## src/hw/rtl/sbfd_pkg.sv

```systemverilog
// Package for the seven-bit frame decoder: result kind codes, widths and
// the result record handed from the frame logic to the top level.
// No dependencies.
package sbfd_pkg;

  localparam int LINE_W  = 8;
  localparam int DATA_W  = 8;
  localparam int BITS_W  = 7;  // payload bits per line byte
  localparam int POS_W   = 3;  // pending bit count, 0..7
  localparam int SUM_W   = 7;  // checksum and byte index are mod 128

  typedef enum logic [1:0] {
    KIND_DATA = 2'd0,
    KIND_GOOD = 2'd1,
    KIND_BAD  = 2'd2
  } kind_t;

  // One step's outcome: whether a result exists and its payload
  typedef struct packed {
    logic                valid;
    kind_t               kind;
    logic [DATA_W-1:0]   data;
  } sbfd_res_t;

endpackage

```

## src/hw/rtl/sbfd_frame.sv

```systemverilog
// Frame state and per-byte decode step: bit packing, checksum, frame end.
// Depends on sbfd_pkg.
module sbfd_frame (
  input  logic                        clk,
  input  logic                        rst_n,
  input  logic                        step_en,
  input  logic [sbfd_pkg::LINE_W-1:0] line_byte,
  output sbfd_pkg::sbfd_res_t         res
);
  import sbfd_pkg::*;

  logic [BITS_W-1:0] partial_r, partial_nxt;
  logic [POS_W-1:0]  pos_r, pos_nxt;
  logic [SUM_W-1:0]  sum_r, sum_nxt;
  logic [SUM_W-1:0]  index_r, index_nxt;

  logic [BITS_W-1:0]          bits;
  logic [BITS_W-1:0]          held;
  logic [DATA_W+BITS_W-1:0]   packed_w;
  logic [DATA_W-1:0]          acc;
  logic [SUM_W-1:0]           term;

  // Merge held bits with the new seven at the current bit position
  always_comb begin
    bits     = line_byte[LINE_W-1:1];
    held     = partial_r & BITS_W'((8'(1) << pos_r) - 8'(1));
    packed_w = ({{DATA_W{1'b0}}, bits} << pos_r) | {{DATA_W{1'b0}}, held};
    acc      = packed_w[DATA_W-1:0];
    term     = index_r ^ acc[SUM_W-1:0];
  end

  // Next state and result
  always_comb begin
    partial_nxt = partial_r;
    pos_nxt     = pos_r;
    sum_nxt     = sum_r;
    index_nxt   = index_r;
    res.valid   = 1'b0;
    res.kind    = KIND_DATA;
    res.data    = '0;
    if (line_byte[0]) begin
      // frame end: compare checksum, drop pending bits
      res.valid = 1'b1;
      res.kind  = (bits == sum_r) ? KIND_GOOD : KIND_BAD;
      pos_nxt   = '0;
      sum_nxt   = '0;
      index_nxt = '0;
    end else if (pos_r == '0) begin
      // first group byte: only stored
      partial_nxt = bits;
      pos_nxt     = POS_W'(BITS_W);
    end else begin
      res.valid   = 1'b1;
      res.data    = acc;
      sum_nxt     = sum_r + term;
      index_nxt   = index_r + SUM_W'(1);
      partial_nxt = packed_w[DATA_W+BITS_W-1:DATA_W];
      pos_nxt     = pos_r - POS_W'(1);
    end
  end

  // State registers
  always_ff @(posedge clk) begin
    if (!rst_n) begin
      partial_r <= '0;
      pos_r     <= '0;
      sum_r     <= '0;
      index_r   <= '0;
    end else if (step_en) begin
      partial_r <= partial_nxt;
      pos_r     <= pos_nxt;
      sum_r     <= sum_nxt;
      index_r   <= index_nxt;
    end
  end

endmodule

```

## src/hw/rtl/seven_bit_frame_decoder.sv

```systemverilog
// Top level of the seven-bit frame decoder: input register, frame logic,
// result register. Depends on sbfd_pkg and sbfd_frame.
//
//   Channel | Ports                              | Direction
//   --------+------------------------------------+----------
//   input   | in_valid, in_ready, in_line_byte   | in
//   result  | out_valid, out_ready, out_kind,    | out
//           | out_data_byte                      |
//
// One line byte per cycle unless the result side stalls: a byte is taken into
// the input register, decoded by one pass of the frame logic, and any result
// lands in the result register. out_valid comes from the result register,
// behind the input register, so a result never leaves at its input transfer.
// Reset (rst_n low, synchronous) empties both registers and clears the frame.
// A stalled result holds the input register; in_ready drops only when both
// registers are full and out_ready is low.
module seven_bit_frame_decoder (
  input  logic                          clk,
  input  logic                          rst_n,
  input  logic                          in_valid,
  output logic                          in_ready,
  input  logic [sbfd_pkg::LINE_W-1:0]   in_line_byte,
  output logic                          out_valid,
  input  logic                          out_ready,
  output logic [1:0]                    out_kind,
  output logic [sbfd_pkg::DATA_W-1:0]   out_data_byte
);
  import sbfd_pkg::*;

  logic              s1_valid_r, s1_valid_nxt;
  logic [LINE_W-1:0] s1_byte_r;
  logic              out_valid_r, out_valid_nxt;
  kind_t             out_kind_r;
  logic [DATA_W-1:0] out_data_r;

  logic      out_free;
  logic      s1_go;
  logic      in_xfer;
  sbfd_res_t res;

  // Handshake: stage 1 moves whenever the result register can take it
  assign out_free = !out_valid_r || out_ready;
  assign s1_go    = s1_valid_r && out_free;
  assign in_ready = !s1_valid_r || s1_go;
  assign in_xfer  = in_valid && in_ready;

  sbfd_frame u_frame (
    .clk       (clk),
    .rst_n     (rst_n),
    .step_en   (s1_go),
    .line_byte (s1_byte_r),
    .res       (res)
  );

  always_comb begin
    s1_valid_nxt  = in_xfer ? 1'b1 : (s1_go ? 1'b0 : s1_valid_r);
    out_valid_nxt = out_free ? (s1_go && res.valid) : out_valid_r;
  end

  // Valid flags
  always_ff @(posedge clk) begin
    if (!rst_n) begin
      s1_valid_r  <= 1'b0;
      out_valid_r <= 1'b0;
    end else begin
      s1_valid_r  <= s1_valid_nxt;
      out_valid_r <= out_valid_nxt;
    end
  end

  // Payload registers
  always_ff @(posedge clk) begin
    if (in_xfer) begin
      s1_byte_r <= in_line_byte;
    end
    if (s1_go && res.valid) begin
      out_kind_r <= res.kind;
      out_data_r <= res.data;
    end
  end

  assign out_valid     = out_valid_r;
  assign out_kind      = out_kind_r;
  assign out_data_byte = out_data_r;

  // Checks
  a_data_zero_on_end: assert property (@(posedge clk) disable iff (!rst_n)
    out_valid && out_kind != KIND_DATA |-> out_data_byte == '0)
    else $error("frame end result carries nonzero data");

  a_stall_only_on_backpressure: assert property (@(posedge clk) disable iff (!rst_n)
    !in_ready |-> out_valid && !out_ready)
    else $error("input stalled without result backpressure");

  a_frame_end_gives_result: assert property (@(posedge clk) disable iff (!rst_n)
    s1_go && s1_byte_r[0] |=> out_valid && out_kind != KIND_DATA)
    else $error("frame end produced no status result");

endmodule

```

## config.mk

```make
export PLATFORM = sky130hd
export DESIGN_NAME = seven_bit_frame_decoder
export DESIGN_NICKNAME = d
export VERILOG_FILES = /design/src/hw/rtl/sbfd_pkg.sv /design/src/hw/rtl/sbfd_frame.sv /design/src/hw/rtl/seven_bit_frame_decoder.sv
export SDC_FILE = /design/constraint.sdc
export NUM_CORES = 1
export LEC_CHECK = 0
export ABC_AREA = 0
export BUFFER_PORTS_ARGS = -buffer_cell sky130_fd_sc_hd__buf_4
export CORE_MARGIN = 3
export CORE_UTILIZATION = 24
export DETAILED_ROUTE_END_ITERATION = 10
export SETUP_SLACK_MARGIN = 0.3
export SLEW_MARGIN = 10
export SYNTH_ARGS = -nofsm -noshare
export SYNTH_HDL_FRONTEND = slang
export SYNTH_SLANG_ARGS = --single-unit
```

## constraint.sdc

```tcl
create_clock -name clk -period 4.4 [get_ports clk]
set_input_delay 0.22 -clock clk [delete_from_list [all_inputs] [get_ports clk]]
set_output_delay 0.22 -clock clk [all_outputs]
set_load 0.02 [all_outputs]
```

* Yosys cells after proc, flatten, opt, wreduce, memory -nomap -nowiden
Index checks and enable logic that the tools add are counted.
** Storage, ports and cells
- Register bits :: 44
- Input port bits :: 12
- Output and inout port bits :: 12
- Word-level logic and storage cells :: 45
** Cells by class
- Add/subtract/negate cells :: 4
- Equality and inequality tests :: 2
- Shift-type cells :: 2
- Mux-type cells :: 12
- Bitwise gates (word level) :: 4
- Reduce and logical (&&, ||, !) cells :: 12
** Operator list (count)
- $mux 7 :: 5
- $or 15x7->15 :: 1
- $shl 7x3->15 :: 1
- $add 7x1->7 const B :: 1
- $add 7x7->7 :: 1
- $and 7x7->7 :: 1
- $eq 7x7->1 :: 1
- $shl 1x3->7 const A :: 1
- $sub 7x2->7 const B :: 1
- $xor 7x7->7 :: 1
- $mux 3 :: 2
- $mux 1 :: 4
- $reduce_and 2->1 :: 2
- $logic_and 1x1->1 :: 3
- $logic_not 3->1 :: 1
- $sub 3x1->3 const B :: 1
- $logic_not 1->1 :: 2
- $logic_or 1x1->1 :: 2
- $mux 2 :: 1
- $ne 2x2->1 const B :: 1
- $reduce_bool 2->1 :: 1
- $reduce_or 2->1 :: 1
- $not 1->1 :: 1

* Longest topological paths before layout
Gate-level depths: netlist of the first run.
- Word-level depth :: 8
- Depth in mapped cells :: 21
- Gate-level depth less buffers :: 18

* Cells and area by module
A second synthesis of the first run with hierarchy kept.
** Unflattened totals
- Cells, all modules :: 277
- Area, all modules :: 2562.5 sq um
** Modules (own cells, without submodules)
- sbfd_frame :: instances 1, cells an instance 246, area an instance 1909.3 sq um, seq. area each 480.5 sq um
- seven_bit_frame_decoder :: instances 1, cells an instance 31, area an instance 653.1 sq um, seq. area each 580.6 sq um

* Worst setup path after synthesis of the first run
No wires, ideal clock.
- Path type :: flip-flop to flip-flop
- Start point :: register u_frame.pos_r[1]
- End point :: register u_frame.sum_r[6]
- Arrival :: 3.734 ns
- Setup slack :: 0.604 ns
- Stages on the path, launching flop included :: 21
- Path buffers :: 3
- Period minus slack after synthesis :: 3.796 ns
- Path through :: dfxtp_1 -> clkbuf_1 -> buf_1 -> inv_1 -> ha_1 -> nor2b_1 -> clkbuf_1 -> inv_1 -> ha_1 -> nor3b_1 -> a21oi_1 -> o22ai_1 -> a31oi_1 -> xnor2_1 -> ha_1 -> o21ai_0 -> a21oi_1 -> o22ai_1 -> xnor3_1 -> or3_1 -> nand3_1
** Between the ends
- Cells in the longest elaborated chain, start to end :: 8
- Elaborated cells between the ends (all ways) :: 12
- Classes of those cells :: 2 x add/sub; 1 x eq/ne; 2 x shift; 2 x mux; 3 x bitwise; 2 x reduce/logical
** RTL lines
- from (decl) :: RTL line sbfd_frame.sv:13 : logic [POS_W-1:0] pos_r, pos_nxt;
- from (signal assigned) :: RTL line sbfd_frame.sv:71 : pos_r <= pos_nxt;
- $shl 1x3->7 :: RTL line sbfd_frame.sv:26 : held = partial_r & BITS_W'((8'(1) << pos_r) - 8'(1));
- $sub 7x2->7 :: RTL line sbfd_frame.sv:26
- $and 7x7->7 :: RTL line sbfd_frame.sv:26
- $or 15x7->15 :: RTL line sbfd_frame.sv:27 : packed_w = ({{DATA_W{1'b0}}, bits} << pos_r) | {{DATA_W{1'b0}}, held};
- $xor 7x7->7 :: RTL line sbfd_frame.sv:29 : term = index_r ^ acc[SUM_W-1:0];
- $add 7x7->7 :: RTL line sbfd_frame.sv:55 : sum_nxt = sum_r + term;
- $mux 7 :: RTL line sbfd_frame.sv:48 : end else if (pos_r == '0) begin
- $mux 7 :: RTL line sbfd_frame.sv:41 : if (line_byte[0]) begin
- to (signal assigned) :: RTL line sbfd_frame.sv:72 : sum_r <= sum_nxt;
- to (decl) :: RTL line sbfd_frame.sv:14 : logic [SUM_W-1:0] sum_r, sum_nxt;
Several ways; a longest one is shown, not always the timed one. The select of a mux whose other input is x is not followed.
A chain may end at the register's enable or synchronous reset.

* Worst setup path in the final report of the first run
- Start point :: register u_frame.pos_r[0]
- End point :: register u_frame.sum_r[6]
The elaborated chain is that of the path after synthesis.

==> results of run 1 <==
[power by group]
part | total [uW] | switching, uW | internal, uW
clock network | 368 | 141 | 227
logic | 164 | 97.2 | 66.6
registers | 457 | 16.6 | 441
total | 989 | 255 | 734
[path summary, 6_finish.rpt]
| path | from | end | cells after the start |
|---|---|---|---|
| worst max-delay path | u_frame.pos_r[0] | u_frame.sum_r[6] | 18 |
| worst min register to register | u_frame.partial_r[1] | u_frame.partial_r[1] | 2 |
| worst max register to register | u_frame.pos_r[0] | u_frame.sum_r[6] | 18 |
| worst min-delay path | in_line_byte[3] | s1_byte_r[3] | 1 |
[per-stage QoR]
stage	util, %	setup WS [ps]
6_report	29.9	752
3_3_place_gp	28.6	850
5_1_grt	29.9	380
3_5_place_dp	28.6	708
4_1_cts	29.9	677
2_1_floorplan	-	604
[placed cells by master (no fill, tap or decap), drive strengths merged, types with 9 or more instances in the layout]
cell    netlist  layout
buf           3      28
dfxtp        26      26
nor2         21      21
nand2        19      19
o21ai        18      18
edfxtp       18      18
a21oi        17      17
xor2         16      16
inv          15      15
ha           13      13
nor2b        11      11
nand3         9       9
[what timing repair did]
item                                    in CTS  in global routing
gates resized for setup                      0                  1
endpoints found under the setup margin       0                  1
hold buffers                                 0                  0
endpoints found under the hold margin        0                  0
[flip-flops by register name, summed over array words and instances (netlist names)]
signal,count
out_kind,2
u_frame.index_r,7
s1_byte_r,8
out_valid,1
u_frame.sum_r,7
u_frame.partial_r,7
u_frame.pos_r,3
s1_valid_r,1
out_data_byte,8
[cell type report]
type	count	area (um2)
tap	133	166
clock inverter	2	60.1
inverter	15	56.3
multi-input combinational	200	1370
timing repair buffer	28	210
sequential	44	1060
fill	1060	7010
clock buffer	6	72.6
[per-layer routing]
layer  routed length (um)  vias to the layer above  track usage [%]  share of wire (%)
met5                    0                        -                0                  0
li1                     -                     1014                -                  -
met4                  139                        0             3.16                2.3
met1                 2970                      959             15.3                 48
met2                 2660                       69             16.7                 43
met3                  386                       13             2.72                6.3
[worst reg2reg max path, delay by kind of cell (launching register included)]
family	cells	cell delay, ps
AOI/OAI and AO/OA	6	860
xor gates and xnor gates	3	500
adders and majority gates	3	800
buffers and inverters	2	340
DFF	1	320
and+or+nand+nor	4	790
[logic make-up (layout without fill, tap and decap cells)]
kind of cell             after synthesis  after routing
buffers and inverters                 29             51
AO/OA/AOI/OAI                         72             72
XOR/XNOR                              23             23
adder cells (fa/ha/maj)               14             14
flip-flops                            44             44
AND/OR/NAND/NOR                       83             83
multiplexers                           8              8
==> flow_metrics.py, run 1 <==
metrics = {
    "outcome": {
        "status": "finished clean",
    },
    "power": {
        "power.leakage_uw": 0.00118,
        "finalPower_uw": 989,
        "p_per_area_mw_per_mm2": 330,
        "max-vdd-ir-drop_mv": 0.160,
    },
    "yosys": {
        "synth-warning-count": 0,
        "netlist_area_mm2": 0.00254,
        "synth_top_cell_area_share_pct": 21.3,
        "synth_nets": 299,
        "synth_top_family_by_area": "compound AO/OA/AOI/OAI gates",
        "synth-edff-count": 18,
        "synth_most_common_cell": "dfxtp_1",
        "synth-adder-area-share_pct": 7.20,
        "ys_top_cells_by_count": "26 x dfxtp_1, 21 x nor2_1, 19 x nand2_1",
        "postSynthAreaPerCell_um2": 9.29,
        "synth_flop_cell": "dfxtp_1",
        "synth_xor_area_share_pct": 8.49,
        "ys_seq_area_share_pct": 41.8,
        "synthCells": 273,
        "synth-seq-cells": 44,
        "synth_top_cell_by_area": "edfxtp_1",
        "yosys.cell_types.count": 47,
        "synth-compound-area-share_pct": 18.4,
        "muxShareOfSynthArea_pct": 3.75,
        "ys_top_cells_by_area": "edfxtp_1 21%, dfxtp_1 21%, ha_1 6.4%",
        "synth-async-reset-ratio_pct": 0,
        "yosys.area_share.simple_pct": 16.0,
    },
    "floorplan": {
        "row_count": 36,
        "ioPinCount": 24,
        "die_x_um": 109,
        "die-height_um": 109,
        "core_area_mm2": 0.0100,
        "dieArea_mm2": 0.0118,
        "start_util_pct": 25.4,
    },
    "setup_path": {
        "cpMaxStageDelayCell": "or3_1",
        "crit_path_end_kind": "flop",
        "r2r_slack_ps": 750,
        "worstPathArrival_ps": 3890,
        "path_delay_family": "compound AO/OA/AOI/OAI gates",
        "crit_chain": "inv_1 -> ha_1 -> nor2b_2 -> inv_1 -> ha_1 -> xnor2_1 -> nor2_1 -> a21oi_1 -> o22ai_1 -> a31oi_1 -> xnor2_1 -> ha_1 -> o21ai_0 -> a21oi_1 -> o22ai_1 -> xnor3_1 -> or3_1 -> nand3_1",
        "critPathMaxStageDelay_ps": 350,
        "worstPathRequired_ps": 4640,
        "cp_common_cell": "ha_1",
        "cp_max_fo": 9,
        "critPathLaunchType": "flop",
        "criticalPathCategory": "reg2reg",
        "crit_buf_inv": 2,
    },
    "finish": {
        "synthToLayoutAreaGrowth_pct": 18.1,
        "fin_nets": 320,
        "layout.cells.non_filler": 428,
        "final_design_area_no_fill_mm2": 0.00299,
        "antennaDiodeCount": 0,
        "drive_gt1_share_pct": 13.9,
    },
    "clock_tree": {
        "clkLatencyLatePin_ps": 300,
        "cts_buffer_depth": 2,
        "cts.clk_slew.worst_paths_ps": 80,
        "cts_tree": "done",
        "root_buffer": "clkbuf_8",
        "clkSinkCount": 44,
        "numCtsBuffers": 5,
        "htree_levels": 2,
        "post_cts.repair.setup_buffers": 0,
    },
    "timing": {
        "finClkSkew_ps": 8.92,
        "setup_tns_ps": 0,
        "period_share_pct": 82.9,
        "max_slew.worst_pin.slew_ps": 728,
        "hold_ws_ps": 94.8,
        "slew_headroom_pct": 51.3,
        "fin_crit_ps": 3650,
        "fmax_mhz": 274,
        "finalSetupViolCount": 0,
        "rsz0062_at_grt": "false",
        "slew_violations": 0,
        "hold_violations": 0,
    },
    "detailed_routing": {
        "dr.pass1.iters": 4,
        "wl_um": 6150,
        "wire_per_inst_um": 14.4,
        "drcViolationCount": 0,
        "vias": 2055,
        "drtIter0Drc": 178,
        "final_antenna_net_count": 0,
        "viasPerCell": 4.80,
    },
    "global_route": {
        "antenna_found_initial": 0,
        "grt_pass1_wl_um": 10300,
        "grtUsageTotal_pct": 10.9,
        "grt_pass1_vias": 2084,
        "grt_overflow": 0,
        "grt_start_max_net_pins": 25,
    },
    "place": {
        "place_congestion": 0.872,
        "io_buffers": 23,
        "dp_hpwl_um": 4490,
        "placed_cell_area_mm2": 0.00286,
        "dp.cells": 420,
    },
    "job": {
        "maxCapViolCount": 0,
    },
    "min_path": {
        "hp-class": "in2reg",
    },
}
Note: power is estimated with default switching activity, not from simulation.
==> inputs of run 2 (changes only) <==
==> constraint.sdc (replaced) <==
create_clock -name clk -period 3.5 [get_ports clk]
set_input_delay 0.175 -clock clk [delete_from_list [all_inputs] [get_ports clk]]
set_output_delay 0.175 -clock clk [all_outputs]
set_load 0.02 [all_outputs]
==> run 2 against run 1 <==
  * Sequential share of layout area is 1.6 points lower
  * Critical path depth is 1 lower
  * Fmax is 20% higher
  * Utilization is 1.6 points higher
  * Clock power is 14% lower
  * Routed wire length is 7.2% higher
  * Power is 15% higher
  * Cell count is 2.1% higher
  * Via count is 4.1% higher
  * First-iteration DRC count is 34% higher
  * Highest routed layer unchanged
==> flow_metrics.py, run 2 (synthesized netlist as in run 1, its figures left out) <==
metrics = {
    "detailed_routing": {
        "drtIter0Drc": 239,
        "wire_per_inst_um": 15.1,
        "viasPerCell": 4.89,
        "drcViolationCount": 0,
        "wl_um": 6590,
        "vias": 2139,
        "final_antenna_net_count": 0,
        "dr.pass1.iters": 4,
    },
    "setup_path": {
        "worstPathRequired_ps": 3740,
        "cpMaxStageDelayCell": "dfxtp_4",
        "path_delay_family": "adder cells",
        "crit_path_end_kind": "flop",
        "critPathLaunchType": "flop",
        "cp-startpoint": "u_frame.pos_r[0]",
        "cp_common_cell": "ha_4",
        "worstPathArrival_ps": 3280,
        "crit_chain": "buf_12 -> ha_4 -> nand2_1 -> ha_4 -> xnor2_2 -> nor2_1 -> a21oi_1 -> o22ai_1 -> a31oi_1 -> xnor2_1 -> ha_2 -> o21ai_2 -> a21oi_2 -> o22ai_2 -> xnor3_1 -> or3_1 -> nand3_1",
        "worstReg2RegStart": "u_frame.pos_r[0]",
        "critPathMaxStageDelay_ps": 400,
        "crit_buf_inv": 1,
        "criticalPathCategory": "reg2reg",
        "cp_max_fo": 6,
    },
    "timing": {
        "finalSetupViolCount": 0,
        "fin_crit_ps": 3040,
        "setup_tns_ps": 0,
        "hold_violations": 0,
        "fmax_mhz": 329,
        "rsz0062_at_grt": "false",
        "hold_ws_ps": 52.7,
        "timing.final.ws_setup_ps": 459,
        "max_slew.worst_pin.slew_ps": 771,
        "slew_violations": 0,
        "slew_headroom_pct": 48.4,
        "period_share_pct": 86.9,
        "finClkSkew_ps": 9.05,
    },
    "finish": {
        "fin_nets": 329,
        "most-common-layout-cells": "35 x buf_4, 23 x dfxtp_1, 21 x nor2_1",
        "synthToLayoutAreaGrowth_pct": 24.4,
        "final_common_cell": "buf_4",
        "drive_gt1_share_pct": 23.0,
        "antennaDiodeCount": 0,
        "final_design_area_no_fill_mm2": 0.00316,
    },
    "min_path": {
        "hp-class": "in2reg",
        "min_from": "in_line_byte[0]",
    },
    "place": {
        "dp_hpwl_um": 4600,
        "io_buffers": 23,
        "placed_cell_area_mm2": 0.00293,
        "post-place-ws_ps": 235,
        "place_congestion": 0.888,
    },
    "power": {
        "p_sw_share_pct": 29.5,
        "clock_power_share_pct": 27.7,
        "p_per_area_mw_per_mm2": 361,
        "max-vdd-ir-drop_mv": 0.152,
        "p_comb_share_pct": 21.6,
        "p_int_uw": 802,
        "finalPower_uw": 1140,
        "switchingPower_uw": 336,
        "power_frac_seq_pct": 50.8,
        "power.leakage_uw": 0.00124,
    },
    "job": {
        "maxCapViolCount": 0,
    },
    "global_route": {
        "antenna_found_initial": 0,
        "grt_start_max_net_pins": 25,
        "grtUsageTotal_pct": 11.4,
        "grt_pass1_vias": 2122,
        "grt_overflow": 0,
        "grt_pass1_wl_um": 10600,
    },
    "floorplan": {
        "die_x_um": 109,
        "row_count": 36,
        "start_util_pct": 25.4,
        "ioPinCount": 24,
        "die-height_um": 109,
        "dieArea_mm2": 0.0118,
        "core_area_mm2": 0.0100,
    },
    "clock_tree": {
        "cts_buffer_depth": 2,
        "clkSinkCount": 44,
        "clkLatencyLatePin_ps": 290,
        "numCtsBuffers": 5,
        "root_buffer": "clkbuf_8",
        "cts_tree": "done",
        "cts.clk_slew.worst_paths_ps": 90,
        "htree_levels": 2,
    },
    "outcome": {
        "status": "finished clean",
    },
}
-- run 2: cell types whose count changed in the layout (fill, tap and decap cells not counted), sizes merged --
cell      previous run  this run
bufinv               2         0
clkbuf               6         5
clkinv               0         1
clkinvlp             0         2
buf                 28        37
-- run 2: stage by stage --
| stage | util, % | instances |
|---|---|---|
| global placement | 29.3 | 421 |
| global route | 31.6 | 437 |
| finish | 31.6 | 437 |
| CTS | 30.3 | 431 |
| floorplan | - | 273 |
| detailed placement | 29.3 | 421 |
-- run 2: area by class of cell --
type	instances	area (um2)
clock buffers	5	68.8
clock inverters	3	18.8
fillers	1030	6840
inverters	15	66.3
multi-input cells	200	1470
flip-flops and latches	44	1070
well taps	133	166
repair buffers	37	298
-- run 2: worst paths after layout --
check	slack, ps	end	cells past startpoint
worst min-delay path	50	s1_byte_r[0]	1
worst min register to register	500	u_frame.index_r[6]	2
worst max register to register	460	u_frame.sum_r[6]	17
worst max-delay path	460	u_frame.sum_r[6]	17
-- run 2: metal layers --
| metal | share of wire, % | vias to the layer above | global-route usage, % | routed length, um |
|---|---|---|---|---|
| li1 | - | 1035 | - | - |
| met1 | 47 | 1008 | 15.8 | 3090 |
| met2 | 43 | 79 | 16.7 | 2850 |
| met3 | 7.0 | 17 | 2.96 | 461 |
| met4 | 2.9 | 0 | 4.87 | 190 |
| met5 | 0 | - | 0 | 0 |
-- run 2: worst reg2reg max path, delay by kind of cell, from the launching register on --
family	cells	cell delay (ps)
AOI/OAI and AO/OA	6	670
xor gates and xnor gates	3	560
adders and majority gates	3	690
buffers and inverters	1	120
DFF	1	400
and+or+nand+nor	4	540
-- run 2: power groups by stage --
stage                     clock [uW]  sequential, uW  combinational (uW)
after floorplan                    0             584                 157
after global routing             353             580                 272
after global placement             0             588                 217
after detailed placement           0             587                 219
after CTS                        328             576                 223
final                            315             578                 245
-- run 2: what timing repair did --
action,4_1_cts,5_1_grt
buffers inserted,2,6
gates cloned,0,0
pin swaps,2,6
hold buffers,0,0
resized for setup,2,22
endpoints found under the setup margin,1,2
